--- src/rtl/hmm_pkg.sv ---
`timescale 1ns / 1ps
`default_nettype none
// ----------------------------------------------------------------------------
// hmm_pkg
// Shared types and constants for the histogram mode mean block.
// ----------------------------------------------------------------------------
package hmm_pkg;

    localparam int unsigned VALUE_W = 32;
    localparam int unsigned BKT_W   = 8;
    localparam int unsigned VOTE_W  = 16;
    localparam int unsigned DROP_W  = 16;
    localparam int unsigned SUM_W   = 64;

    localparam logic [1:0] ST_OK      = 2'd0;
    localparam logic [1:0] ST_EMPTY   = 2'd1;
    localparam logic [1:0] ST_BAD_RNG = 2'd2;

    localparam logic REG_MIN = 1'b0;
    localparam logic REG_MAX = 1'b1;

    typedef struct packed {
        logic signed [VALUE_W-1:0] sample_value;
        logic                      last_sample;
    } t_in_item;

    typedef struct packed {
        logic signed [VALUE_W-1:0] mode_mean;
        logic [BKT_W-1:0]          winning_bucket;
        logic [VOTE_W-1:0]         winning_votes;
        logic [DROP_W-1:0]         dropped_count;
        logic [1:0]                result_status;
    } t_out_item;

    // Classified item handed from front to back.
    typedef struct packed {
        logic signed [VALUE_W-1:0] value;
        logic                      drop;
        logic                      last;
        logic                      bad_range;
        logic [VALUE_W:0]          offset;
        logic [VALUE_W:0]          span;
    } t_cls_item;

    typedef enum logic [2:0] {
        BK_IDLE,
        BK_DIV,
        BK_UPD,
        BK_SCAN,
        BK_MDIV,
        BK_OUT,
        BK_CLR
    } t_bk_state;

endpackage
`default_nettype wire

--- src/rtl/hmm_front.sv ---
`timescale 1ns / 1ps
`default_nettype none
// ----------------------------------------------------------------------------
// hmm_front
// Range check and offset/span computation for each incoming item.
// ----------------------------------------------------------------------------
module hmm_front (
    input  wire logic                       i_clk,
    input  wire logic                       i_rst_n,
    input  wire logic                       i_valid,
    input  wire hmm_pkg::t_in_item          i_item,
    input  wire logic signed [31:0]         i_min,
    input  wire logic signed [31:0]         i_max,
    output logic                            o_valid,
    output hmm_pkg::t_cls_item              o_cls
);

    logic               r_valid;
    hmm_pkg::t_cls_item r_cls;
    hmm_pkg::t_cls_item n_cls;
    logic signed [32:0] w_off;
    logic signed [32:0] w_span;

    always_comb begin
        w_off  = 33'(i_item.sample_value) - 33'(i_min);
        w_span = 33'(i_max) - 33'(i_min);
        n_cls.value     = i_item.sample_value;
        n_cls.last      = i_item.last_sample;
        n_cls.bad_range = (i_max <= i_min);
        n_cls.drop      = n_cls.bad_range || (i_item.sample_value < i_min)
                          || (i_item.sample_value > i_max);
        n_cls.offset    = w_off;
        n_cls.span      = w_span;
    end

    always_ff @(posedge i_clk) begin
        if (!i_rst_n) begin
            r_valid <= 1'b0;
        end else begin
            r_valid <= i_valid;
        end
        if (i_valid) begin
            r_cls <= n_cls;
        end
    end

    assign o_valid = r_valid;
    assign o_cls   = r_cls;

endmodule
`default_nettype wire

--- config.mk ---
export PLATFORM = sky130hd
export DESIGN_NAME = hmm_front
export DESIGN_NICKNAME = d
export VERILOG_FILES = /design/src/rtl/hmm_pkg.sv /design/src/rtl/hmm_front.sv
export SDC_FILE = /design/constraint.sdc
export NUM_CORES = 1
export LEC_CHECK = 0
export BUFFER_PORTS_ARGS = -buffer_cell sky130_fd_sc_hd__buf_2
export CAP_MARGIN = 15
export CORE_MARGIN = 3
export CORE_UTILIZATION = 39
export DETAILED_ROUTE_END_ITERATION = 10
export RECOVER_POWER = 50
export SYNTH_ARGS = -nofsm -noshare
export SYNTH_HDL_FRONTEND = slang
export SYNTH_SLANG_ARGS = --single-unit
--- constraint.sdc ---
create_clock -name i_clk -period 6 [get_ports i_clk]
set_input_delay 1.5 -clock i_clk [delete_from_list [all_inputs] [get_ports i_clk]]
set_output_delay 1.5 -clock i_clk [all_outputs]
set_load 0.05 [all_outputs]
==> impl_results.md <==
- CP Class: in -> reg
- Final nets: 1124
- Most common cell after layout, fill and taps aside: buf_2
- Fin crit share: 78.6%
- Worst rel slew slack: -109%
- Violated checks: max-capacitance violations, max-slew violations
- Detail Placement HPWL: 15900 um
- Largest net degree at the start of global routing: 55
- Register bit total from synthesis: 102
- TritonRoute pass-1 iters: 4
- Status: complete, but fails checks
- Resized Gates After CTS: 0
- Data arrival, critical path: 4810 ps
- Post-Synthesis Cells: 721
- DRC violations left: 0
- Setup violators final: 0
- Row Count: between 40 and 50
- IO Count: 202
- Post-DRT Antenna Nets: 0
- Iteration-0 DRC Markers: 338
- Hold-fix buffers at CTS: 0
- Num CTS Buffers: 9
- Post-CTS Setup Bufs: 0
- Most frequent cells in the layout: buf_2, edfxtp_1, ha_1, clkbuf_1, inv_1
- Post-synthesis cell type count: 55
- Via count: 6074
- Syn Std Cell Area: 7340 sq um
- Die Wd: 143 um
- Start point of the critical path: i_item[1]
- Ratio of cells with drive above 1 in the final layout: 14.4%
- Syn_area_per_cell: between 10 and 15 sq um
- Pleak: around 4.0 nW
- Worst path required time: 6100 ps
- Setup TNS: 0 ps
- Initial core utilization: 40.3%
- Syn Nets: 921
- Endpoint class of the critical path: register
- GP Congestion: 0.898
- Synth Warn #: 0
- Remaining Overflow, GRT: 0
- EDFF count, synth: between 100 and 150
- Fillers: 1795
- Clock tree buffer depth: 2
- Peak VDD IR: 134 uV
- Fin util: between 40% and 50%
- Max Cap Viol: 1
- Drt wl/cell: 17.0 um
- Worst hold start: i_item[0]
- CP Launch Type: input port
- Placeable core area: 18200 sq um
- Slew Limit Fails: 56
- Asr flop ratio synth: 0%
- Gr usage total: 18.9%
- Fmax: 0.212 GHz
- Total power: 2.54 mW
- Die area: 20500 sq um
- # clock sinks: 102
- Least-Margin Pin Slew: between 3000 and 4000 ps
- # H-tree levels: 3
- Synth Flop Type: edfxtp_1
- P per Cell Area: 287 nW/um^2
- DRT Wirelength: 19700 um
- Hold Path Class: in -> reg
- Root Buffer: clkbuf_16
- Area growth, synth to finish: 20.5%
- Initial antenna violation count: 3
- Min Tclk post-route: 4710 ps
- Seq/Total Area, Yosys: around two fifths
- Vias in the first global route: 5960
- Port buffer count: about 200
- Clock-pin slew on the worst setup and hold paths: 70 ps
- RSZ-0062 raised after global routing: false
- CTS tree: yes
- Via/cell ratio: 5.23
- Global-route wire length before repair: roughly 30000 um
- Largest fanout on the critical path: 4
- Count of final hold-check violations: 0
- Die height: 143 um
area by class of cell:
| cell class | instances | area [sq um] | share of cell area [%] |
|---|---|---|---|
| diodes | 3 | 7.51 | 0.0849 |
| clock buffers | 11 | 243 | 2.75 |
| clock inverters | 5 | 106 | 1.20 |
| inverters | 85 | 319 | 3.61 |
| multi-input cells | 524 | 3930 | 44.5 |
| flip-flops and latches | 102 | 3050 | 34.5 |
| well taps | 229 | 287 | 3.24 |
| repair buffers | 202 | 896 | 10.1 |
power by group:
group	leakage (nW)	internal [mW]	total, mW	switching, mW
clock network	0.166	0.421	0.688	0.267
registers	0.997	0.908	0.936	0.0282
logic	2.84	0.257	0.911	0.654
cells in the mapped netlist (all sizes together) (3+ instances only):
cell type  instances  share of area [%]
edfxtp           101                 41
ha                98                 17
inv               85                4.3
a21oi             66                4.6
a21o              40                4.1
o21ai             39                2.7
nand2             37                1.9
nor2              35                1.8
xnor2             34                4.1
xor2              19                2.3
nand2b            16                1.4
nand4             15                1.3
o21a              15                1.5
nand3             14               0.95
nor2b             14                1.2
clkbuf            10               0.51
nor3               9               0.68
a211oi             8               0.89
a2111oi            6               0.72
a31oi              6               0.51
o21bai             6               0.61
a21boi             4               0.46
o211ai             4               0.41
a311oi             3               0.44
and3               3               0.26
nor4               3               0.34
metrics by stage:
stage | worst slack (ps) | hold slack (ps) | instances | area, sq um
global placement | 1070 | 1680 | 1142 | 8600
floorplan | 1760 | 1600 | 721 | 7340
CTS | 1380 | 1310 | 1158 | 8950
global route | 1080 | 1320 | 1160 | 8840
finish | 1290 | 1330 | 1161 | 8840
detailed placement | 1020 | 1680 | 1142 | 8600
critical path: stages:
cell and delay, ps:
clkbuf_1 100, inv_1 70, ha_1 230, fa_1 410, nor2b_1 130, o21ai_0 170
a2111oi_0 560, o41a_1 270, o21ai_1 170, o311ai_2 480, a311oi_1 160, o21ai_1 220
nand4_1 120, a22o_1 220
worst paths after layout:
check                  end  slack, ps  cells after the start
min    o_cls[67]$_DFFE_PP_       1330                      1
max    o_cls[65]$_DFFE_PP_       1290                     14
flip-flops by register name, summed over array words and instances, names as in the netlist:
register	flops
o_cls	101
o_valid	1
cell families (layout without fill, tap and decap cells):
group                      after synthesis  after routing  share of synthesized area [%]
other                                    0              3                              0
buffers and inverters                   95            303                           4.86
adders and majority gates              100            100                           17.3
and+or+nand+nor                        158            158                           11.0
AOI/OAI and AO/OA                      213            213                           19.0
DFF                                    102            102                           41.6
xor gates and xnor gates                53             53                           6.32
metal layers:
| layer | vias to the layer above | wire length [um] | track usage (%) |
|---|---|---|---|
| met1 | 2817 | 9440 | 26.4 |
| met3 | 29 | 1050 | 3.11 |
| met5 | - | 7 | 0 |
| li1 | 3063 | - | - |
| met2 | 163 | 8740 | 29.7 |
| met4 | 2 | 449 | 6.60 |
(Power assumes the default switching activity.)
