===== src/rtl/hmm_pkg.sv =====
`timescale 1ns / 1ps
`default_nettype none
// ----------------------------------------------------------------------------
// hmm_pkg
// Shared types and constants for the histogram mode mean block.
// ----------------------------------------------------------------------------
package hmm_pkg;

    localparam int unsigned VALUE_W = 32;
    localparam int unsigned BKT_W   = 8;
    localparam int unsigned VOTE_W  = 16;
    localparam int unsigned DROP_W  = 16;
    localparam int unsigned SUM_W   = 64;

    localparam logic [1:0] ST_OK      = 2'd0;
    localparam logic [1:0] ST_EMPTY   = 2'd1;
    localparam logic [1:0] ST_BAD_RNG = 2'd2;

    localparam logic REG_MIN = 1'b0;
    localparam logic REG_MAX = 1'b1;

    typedef struct packed {
        logic signed [VALUE_W-1:0] sample_value;
        logic                      last_sample;
    } t_in_item;

    typedef struct packed {
        logic signed [VALUE_W-1:0] mode_mean;
        logic [BKT_W-1:0]          winning_bucket;
        logic [VOTE_W-1:0]         winning_votes;
        logic [DROP_W-1:0]         dropped_count;
        logic [1:0]                result_status;
    } t_out_item;

    // Classified item handed from front to back.
    typedef struct packed {
        logic signed [VALUE_W-1:0] value;
        logic                      drop;
        logic                      last;
        logic                      bad_range;
        logic [VALUE_W:0]          offset;
        logic [VALUE_W:0]          span;
    } t_cls_item;

    typedef enum logic [2:0] {
        BK_IDLE,
        BK_DIV,
        BK_UPD,
        BK_SCAN,
        BK_MDIV,
        BK_OUT,
        BK_CLR
    } t_bk_state;

endpackage
`default_nettype wire


===== src/rtl/hmm_queue.sv =====
`timescale 1ns / 1ps
`default_nettype none
// ----------------------------------------------------------------------------
// hmm_queue
// Two-entry queue between front and back.
// ----------------------------------------------------------------------------
module hmm_queue (
    input  wire logic                i_clk,
    input  wire logic                i_rst_n,
    input  wire logic                i_push,
    input  wire hmm_pkg::t_cls_item  i_data,
    input  wire logic                i_pop,
    output logic                     o_empty,
    output logic [1:0]               o_count,
    output hmm_pkg::t_cls_item       o_data
);

    hmm_pkg::t_cls_item r_mem [2];
    logic               r_wp;
    logic               r_rp;
    logic [1:0]         r_cnt;

    always_ff @(posedge i_clk) begin
        if (!i_rst_n) begin
            r_wp  <= 1'b0;
            r_rp  <= 1'b0;
            r_cnt <= 2'd0;
        end else begin
            if (i_push) r_wp <= ~r_wp;
            if (i_pop)  r_rp <= ~r_rp;
            r_cnt <= r_cnt + 2'(i_push) - 2'(i_pop);
        end
        if (i_push) r_mem[r_wp] <= i_data;
    end

    assign o_empty = (r_cnt == 2'd0);
    assign o_count = r_cnt;
    assign o_data  = r_mem[r_rp];

endmodule
`default_nettype wire


===== config.mk =====
export PLATFORM = sky130hd
export DESIGN_NAME = hmm_queue
export DESIGN_NICKNAME = d
export VERILOG_FILES = /design/src/rtl/hmm_pkg.sv /design/src/rtl/hmm_queue.sv
export SDC_FILE = /design/constraint.sdc
export NUM_CORES = 1
export LEC_CHECK = 0
export BUFFER_PORTS_ARGS = -buffer_cell sky130_fd_sc_hd__clkbuf_2
export CORE_UTILIZATION = 40
export DETAILED_ROUTE_END_ITERATION = 12
export GPL_TIMING_DRIVEN = 0
export HOLD_SLACK_MARGIN = 0.05
export PLACE_DENSITY = 0.66
export SLEW_MARGIN = 20
export SYNTH_ARGS = -nofsm -noshare
export SYNTH_HDL_FRONTEND = slang
export SYNTH_SLANG_ARGS = --single-unit

===== constraint.sdc =====
create_clock -name i_clk -period 7 [get_ports i_clk]
set_input_delay 0.7 -clock i_clk [delete_from_list [all_inputs] [get_ports i_clk]]
set_output_delay 0.7 -clock i_clk [all_outputs]
set_load 0.02 [all_outputs]

==> impl_metrics.tcl, run 1 <==
set metrics [dict create \
    synth-xor-area-share_pct 0.393 \
    grt_pass1_wl_mm 20.3 \
    synth_fp_nets 441 \
    clk_path_buf_depth 3 \
    yosysTopAreaCell "edfxtp_1" \
    synth_edf_count 202 \
    dieWidth_um 143 \
    fillers 1562 \
    cts_buffers 22 \
    maxCapViolations 0 \
    setup_viol 0 \
    pre_cts_ws_ns 4.51 \
    synth-compound-area-share_pct 0.0944 \
    drt_iter0_drc 134 \
    gr-usage-all-layers_pct 13.1 \
    ant_nets 0 \
    syn_to_final_growth_pct 28.0 \
    rows 51 \
    die_area_um2 20500 \
    synth.mux.area_fraction_pct 18.5 \
    routed_via_density 4.52 \
    arrival_ns 1.75 \
    gp_congestion 0.680 \
    fmax_mhz 408 \
    synth-adder-area-share_pct 0.315 \
    hpwl_mm 9.67 \
    ys_seq_area_share_pct 77.5 \
    syn_avg_cell_area_um2 23.8 \
    wire_per_inst_um 16.3 \
    post-route-util_pct 52.3 \
    synth_flop_cell "edfxtp_1" \
    async_flop_share_pct 0 \
    yosysMostFrequentCell "edfxtp_1" \
    initial_core_util_pct 40.9 \
    antenna_found_initial 0 \
    path_max_fanout 10 \
    clkTransAtPathRegs_ns 0.06 \
    synth-simple-area-share_pct 0.598 \
    multi_input_area_um2 1600 \
    post_cts_buffers 0 \
    netlist_area_um2 7960 \
    status "finished, final reports clean" \
    vdd_ir_drop_max_v 0.000186 \
    synth_area_leaders "edfxtp_1, mux2_4, buf_12, mux2_2, dfxtp_1" \
    drv_slew 0 \
    worst_slew_pin_slew_ns 0.773 \
    port_buffers 208 \
    ctsResizeCount 0 \
    required_ns 6.30 \
    syn_inst 334 \
    dieHeight_um 143 \
    synth-seq-cells 207 \
    cp-end-kind "output pin" \
    yosys_warnings 0 \
    fin_crit_ns 2.45 \
    seqCellArea_um2 6170 \
    yosys-top-cells-count "edfxtp_1, mux2_4, mux2_2, buf_12, dfxtp_1" \
    hp-class "primary input to flop" \
    insertion_delay_ns 0.48 \
    finalNetCount 679 \
    fin_crit_sh_pct 35.0 \
    cts_max_level 1 \
    ios 209 \
    cts_num_sinks 207 \
    drc 0 \
    ff2ff_path_depth 4 \
    cts_tree "done" \
    worstSetupPathType "flop to output pin" \
    synth_top_family_by_area "multiplexers" \
    power_mw 2.96 \
    setup_ws_ns 4.55 \
    holdPathStages 1 \
    start_kind "flop" \
    grt_pass1_vias 4023 \
    drt_wl_total_mm 13.9 \
    synth_cell_types 15 \
    slew_headroom_pct 48.4 \
    drt-pass1-iter-count 4 \
    leakage_nw 4.08 \
    drive_gt1_share_pct 60.8 \
    antennaDiodeCount 0 \
    vias 3854 \
    gr-total-overflow 0 \
    grt_max_degree 45 \
    power_density_nw_per_um2 291 \
    yosys.area.top_type_share_pct 76.2 \
    rsz0062_at_grt "no" \
    hold_viol_final 0 \
    root_buffer "clkbuf_16" \
    skew_ns 0.00580 \
    hold_buffers 0 \
    coreArea_um2 19500 \
]
-- report_power, final --
group	internal [mW]	switching (mW)
combinational	0.194	0.211
sequential	1.43	0.0182
clock	0.670	0.434
-- final timing paths --
check | from | endpoint | slack (ns)
worst max-delay path | flop | o_data[28] | 4.55
worst max register to register | r_wp | r_mem[0][61] | 5.07
worst min register to register | r_rp | flop | 0.58
worst min-delay path | i_data[21] | r_mem[0][21] | 0.40
-- flip-flops by register name (all words and copies together), names as in the netlist, named ones only --
| name | flops |
|---|---|
| o_count | 2 |
| r_mem | 202 |
| r_rp | 1 |
| r_wp | 1 |
-- worst max-delay path, cell delays in order, from the launching register on --
cell and delay [ns]:
dfxtp_1 0.33, buf_6 0.26, buf_12 0.19, mux2_4 0.30, clkbuf_2 0.17
-- layout make-up --
| type | instances | area share, % |
|---|---|---|
| Sequential cell | 207 | 60.5 |
| Multi-Input combinational cell | 114 | 15.7 |
| Timing Repair Buffer | 214 | 11.7 |
| Clock buffer | 27 | 5.80 |
| Tap cell | 265 | 3.25 |
| Buffer | 11 | 1.93 |
| Clock inverter | 12 | 1.06 |
| Inverter | 2 | 0.0737 |
-- layer usage --
layer  global-route usage [%]  vias to the layer above  wire length, µm
met3                     4.09                       24             1180
met1                     15.3                     1868             5410
met5                        0                        -                0
li1                         -                     1807                -
met2                     22.9                      155             7000
met4                     4.36                        0              278
-- kinds of logic after synthesis --
logic type / Yosys count
DFF: 207
muxes: 101
buffers and inverters: 13
and+or+nand+nor: 8
xor gates and xnor gates: 2
adders and majority gates: 2
AOI/OAI and AO/OA: 1
-- stage by stage --
step	hold WS (ns)	instance area (µm²)	TNS, ns	std cells
global route	0.377	10200	0	852
floorplan	0.555	7960	0	334
global placement	0.566	9330	-122.53	807
finish	0.400	10200	0	852
detailed placement	0.574	9490	0	813
CTS	0.374	10200	0	852
-- cells in the final DEF, fill, tap and decap left out --
master      synthesis  routed
buf_2               1       1
buf_16              0       4
clkinv_1            0       6
inv_1               2       2
o21a_1              1       1
clkinv_2            0       2
and2_4              0       1
buf_6               1       1
buf_12              9      11
xor2_1              1       1
nor2b_1             3       2
nor2_1              1       1
mux2_2             11      11
and2_1              4       3
ha_1                2       2
bufinv_16           0       2
clkbuf_16           0      23
mux2_4             90      90
nor2b_4             0       1
edfxtp_1          202     202
xnor3_1             1       1
dfxtp_1             5       5
clkbuf_1            0       4
clkinvlp_4          0       2
clkbuf_2            0     208
No activity file was read; power rests on OpenSTA's default activity.
==> run 2, diff against run 1 <==
--- a/config.mk
+++ b/config.mk
@@ -10,7 +10,7 @@
 export DETAILED_ROUTE_END_ITERATION = 12
 export GPL_TIMING_DRIVEN = 0
 export HOLD_SLACK_MARGIN = 0.05
-export PLACE_DENSITY = 0.66
+export PLACE_DENSITY = 0.69
 export SLEW_MARGIN = 20
 export SYNTH_ARGS = -nofsm -noshare
 export SYNTH_HDL_FRONTEND = slang
==> constraint.sdc (replaced) <==
create_clock -name i_clk -period 2.1 [get_ports i_clk]
set_input_delay 0.21 -clock i_clk [delete_from_list [all_inputs] [get_ports i_clk]]
set_output_delay 0.21 -clock i_clk [all_outputs]
set_load 0.02 [all_outputs]
==> run 2 against run 1 <==
  * Clock power grew to 3.2 times the previous value
  * Design area is 9.9% higher
  * Combinational power rose to 3.8 times the previous value
  * Worst setup slack lost 4.4 ns
  * Sequential power rose to 3.3 times the previous value
  * Register-to-register slack lost 4.7 ns
  * Clock skew rose by 0.0016 ns
  * Clock-buffer cell count grew 3
  * Wire length up 11%
  * Cell count up 12%
  * Die area did not move
  * Critical path type unchanged
  * Core utilization increased by 5.2 points
==> impl_metrics.tcl, run 2 (synthesis gave the netlist of run 1 again) <==
set metrics [dict create \
    grt_pass1_vias 4671 \
    fin_crit_ns 1.97 \
    drt_wl_total_mm 15.5 \
    ios 209 \
    finalNetCount 782 \
    rsz0062_at_grt "no" \
    antenna_found_initial 0 \
    drt_iter0_drc 120 \
    die_area_um2 20500 \
    status "finished, final reports clean" \
    root_buffer "clkbuf_16" \
    p_seq_share_pct 48.7 \
    dieWidth_um 143 \
    leakage_nw 4.50 \
    port_buffers 208 \
    gr-usage-all-layers_pct 15.1 \
    start_kind "flop" \
    layout_commonest_cell "clkbuf_2" \
    routed_via_density 4.46 \
    ant_nets 0 \
    post_cts_buffers 0 \
    vdd_ir_drop_max_v 0.000764 \
    insertion_delay_ns 0.49 \
    syn_to_final_growth_pct 40.7 \
    setup_viol 0 \
    cts_buffers 22 \
    fin_crit_sh_pct 93.6 \
    clkTransAtPathRegs_ns 0.06 \
    clk_path_buf_depth 3 \
    final_cell_mix "clkbuf_2, edfxtp_1, dlygate4sd3_1" \
    post-route-util_pct 57.5 \
    p_switching_mw 2.26 \
    holdCritStartpoint "i_push" \
    cp-end-kind "output pin" \
    path_max_fanout 10 \
    required_ns 1.89 \
    fmax_mhz 509 \
    drt-pass1-iter-count 4 \
    worst_slew_pin_slew_ns 0.768 \
    cts_num_sinks 207 \
    coreArea_um2 19500 \
    rows 51 \
    pwr-share-comb_pct 15.3 \
    largest_reg_flops 202 \
    gr-total-overflow 0 \
    wire_per_inst_um 16.2 \
    gp_congestion 0.657 \
    power_mw 9.93 \
    p_clk_share_pct 36.0 \
    r2r-start "r_wp" \
    arrival_ns 1.76 \
    swShare_pct 22.8 \
    power_density_nw_per_um2 887 \
    antennaDiodeCount 0 \
    drv_slew 0 \
    dieHeight_um 143 \
    hp-class "primary input to flop" \
    drc 0 \
    drive_gt1_share_pct 51.5 \
    vias 4254 \
    grt_pass1_wl_mm 23.6 \
    skew_ns 0.00737 \
    regMostFlops "r_mem" \
    grt_max_degree 53 \
    cts_tree "done" \
    initial_core_util_pct 40.9 \
    slew_headroom_pct 48.8 \
    p_int_mw 7.67 \
    worstSetupPathType "flop to output pin" \
    maxCapViolations 0 \
    hpwl_mm 9.80 \
    cts_max_level 1 \
    hold_viol_final 0 \
]
==> run 2: cell count changes in the layout (fill, tap and decap cells not counted), sizes merged <==
cell,change
bufinv,-1
clkbuf,+3
clkinv,-1
clkinvlp,-2
dlygate4sd3,+103
==> run 2: worst paths after layout <==
kind                                endpoint  depth (start not counted)  slack (ns)
worst max-delay path              o_data[29]                          4        0.13
worst min-delay path                    r_wp                          3        0.09
worst min register to register          flop                          2        0.59
worst max register to register  r_mem[1][96]                          2        0.38
==> run 2: timing repair <==
item,in CTS,in global routing
gates resized for setup,0,0
endpoints found under the hold margin,207,0
hold buffers,103,0
==> run 2: area by class of cell <==
| cell class | instances | area [µm²] |
|---|---|---|
| plain buffers | 11 | 196 |
| clock buffers | 30 | 602 |
| clock inverters | 8 | 62.6 |
| fillers | 1466 | 8270 |
| inverters | 2 | 7.51 |
| multi-input cells | 114 | 1600 |
| flip-flops and latches | 207 | 6170 |
| well taps | 265 | 332 |
| repair buffers | 317 | 2230 |
==> run 2: worst max-delay path: stages, from the launching register on <==
cell      delay [ns]
dfxtp_1         0.33
buf_6           0.26
buf_12          0.19
mux2_4          0.30
clkbuf_2        0.17
==> run 2: power by group through the flow <==
| stage | clock [mW] | sequential (mW) | combinational [mW] |
|---|---|---|---|
| 6_report | 3.57 | 4.84 | 1.52 |
| 3_5_place_dp | 0 | 4.93 | 1.38 |
| 3_3_place_gp | 0 | 4.93 | 1.30 |
| 4_1_cts | 3.66 | 4.84 | 1.54 |
| 5_1_grt | 3.85 | 4.86 | 1.62 |
| 2_1_floorplan | 0 | 4.92 | 0.899 |
==> run 2: per-stage QoR <==
step	hold WS (ns)	setup TNS [ns]	instances	cell area [µm²]	setup WS (ns)
4_1_cts	0.0711	0	954	11200	0.0826
3_3_place_gp	0.399	-160.20	807	9340	-0.997
5_1_grt	0.0851	0	954	11200	0.0266
6_report	0.0881	0	954	11200	0.135
3_5_place_dp	0.402	0	813	9500	0.332
2_1_floorplan	0.309	-15.08	334	7970	-0.149
==> run 2: metal layers <==
metal	vias up	wire length [µm]	GRT usage (%)
li1	2007	-	-
met1	2069	6030	17.0
met2	154	8070	27.8
met3	24	1080	3.86
met4	0	276	4.70
met5	-	0	0
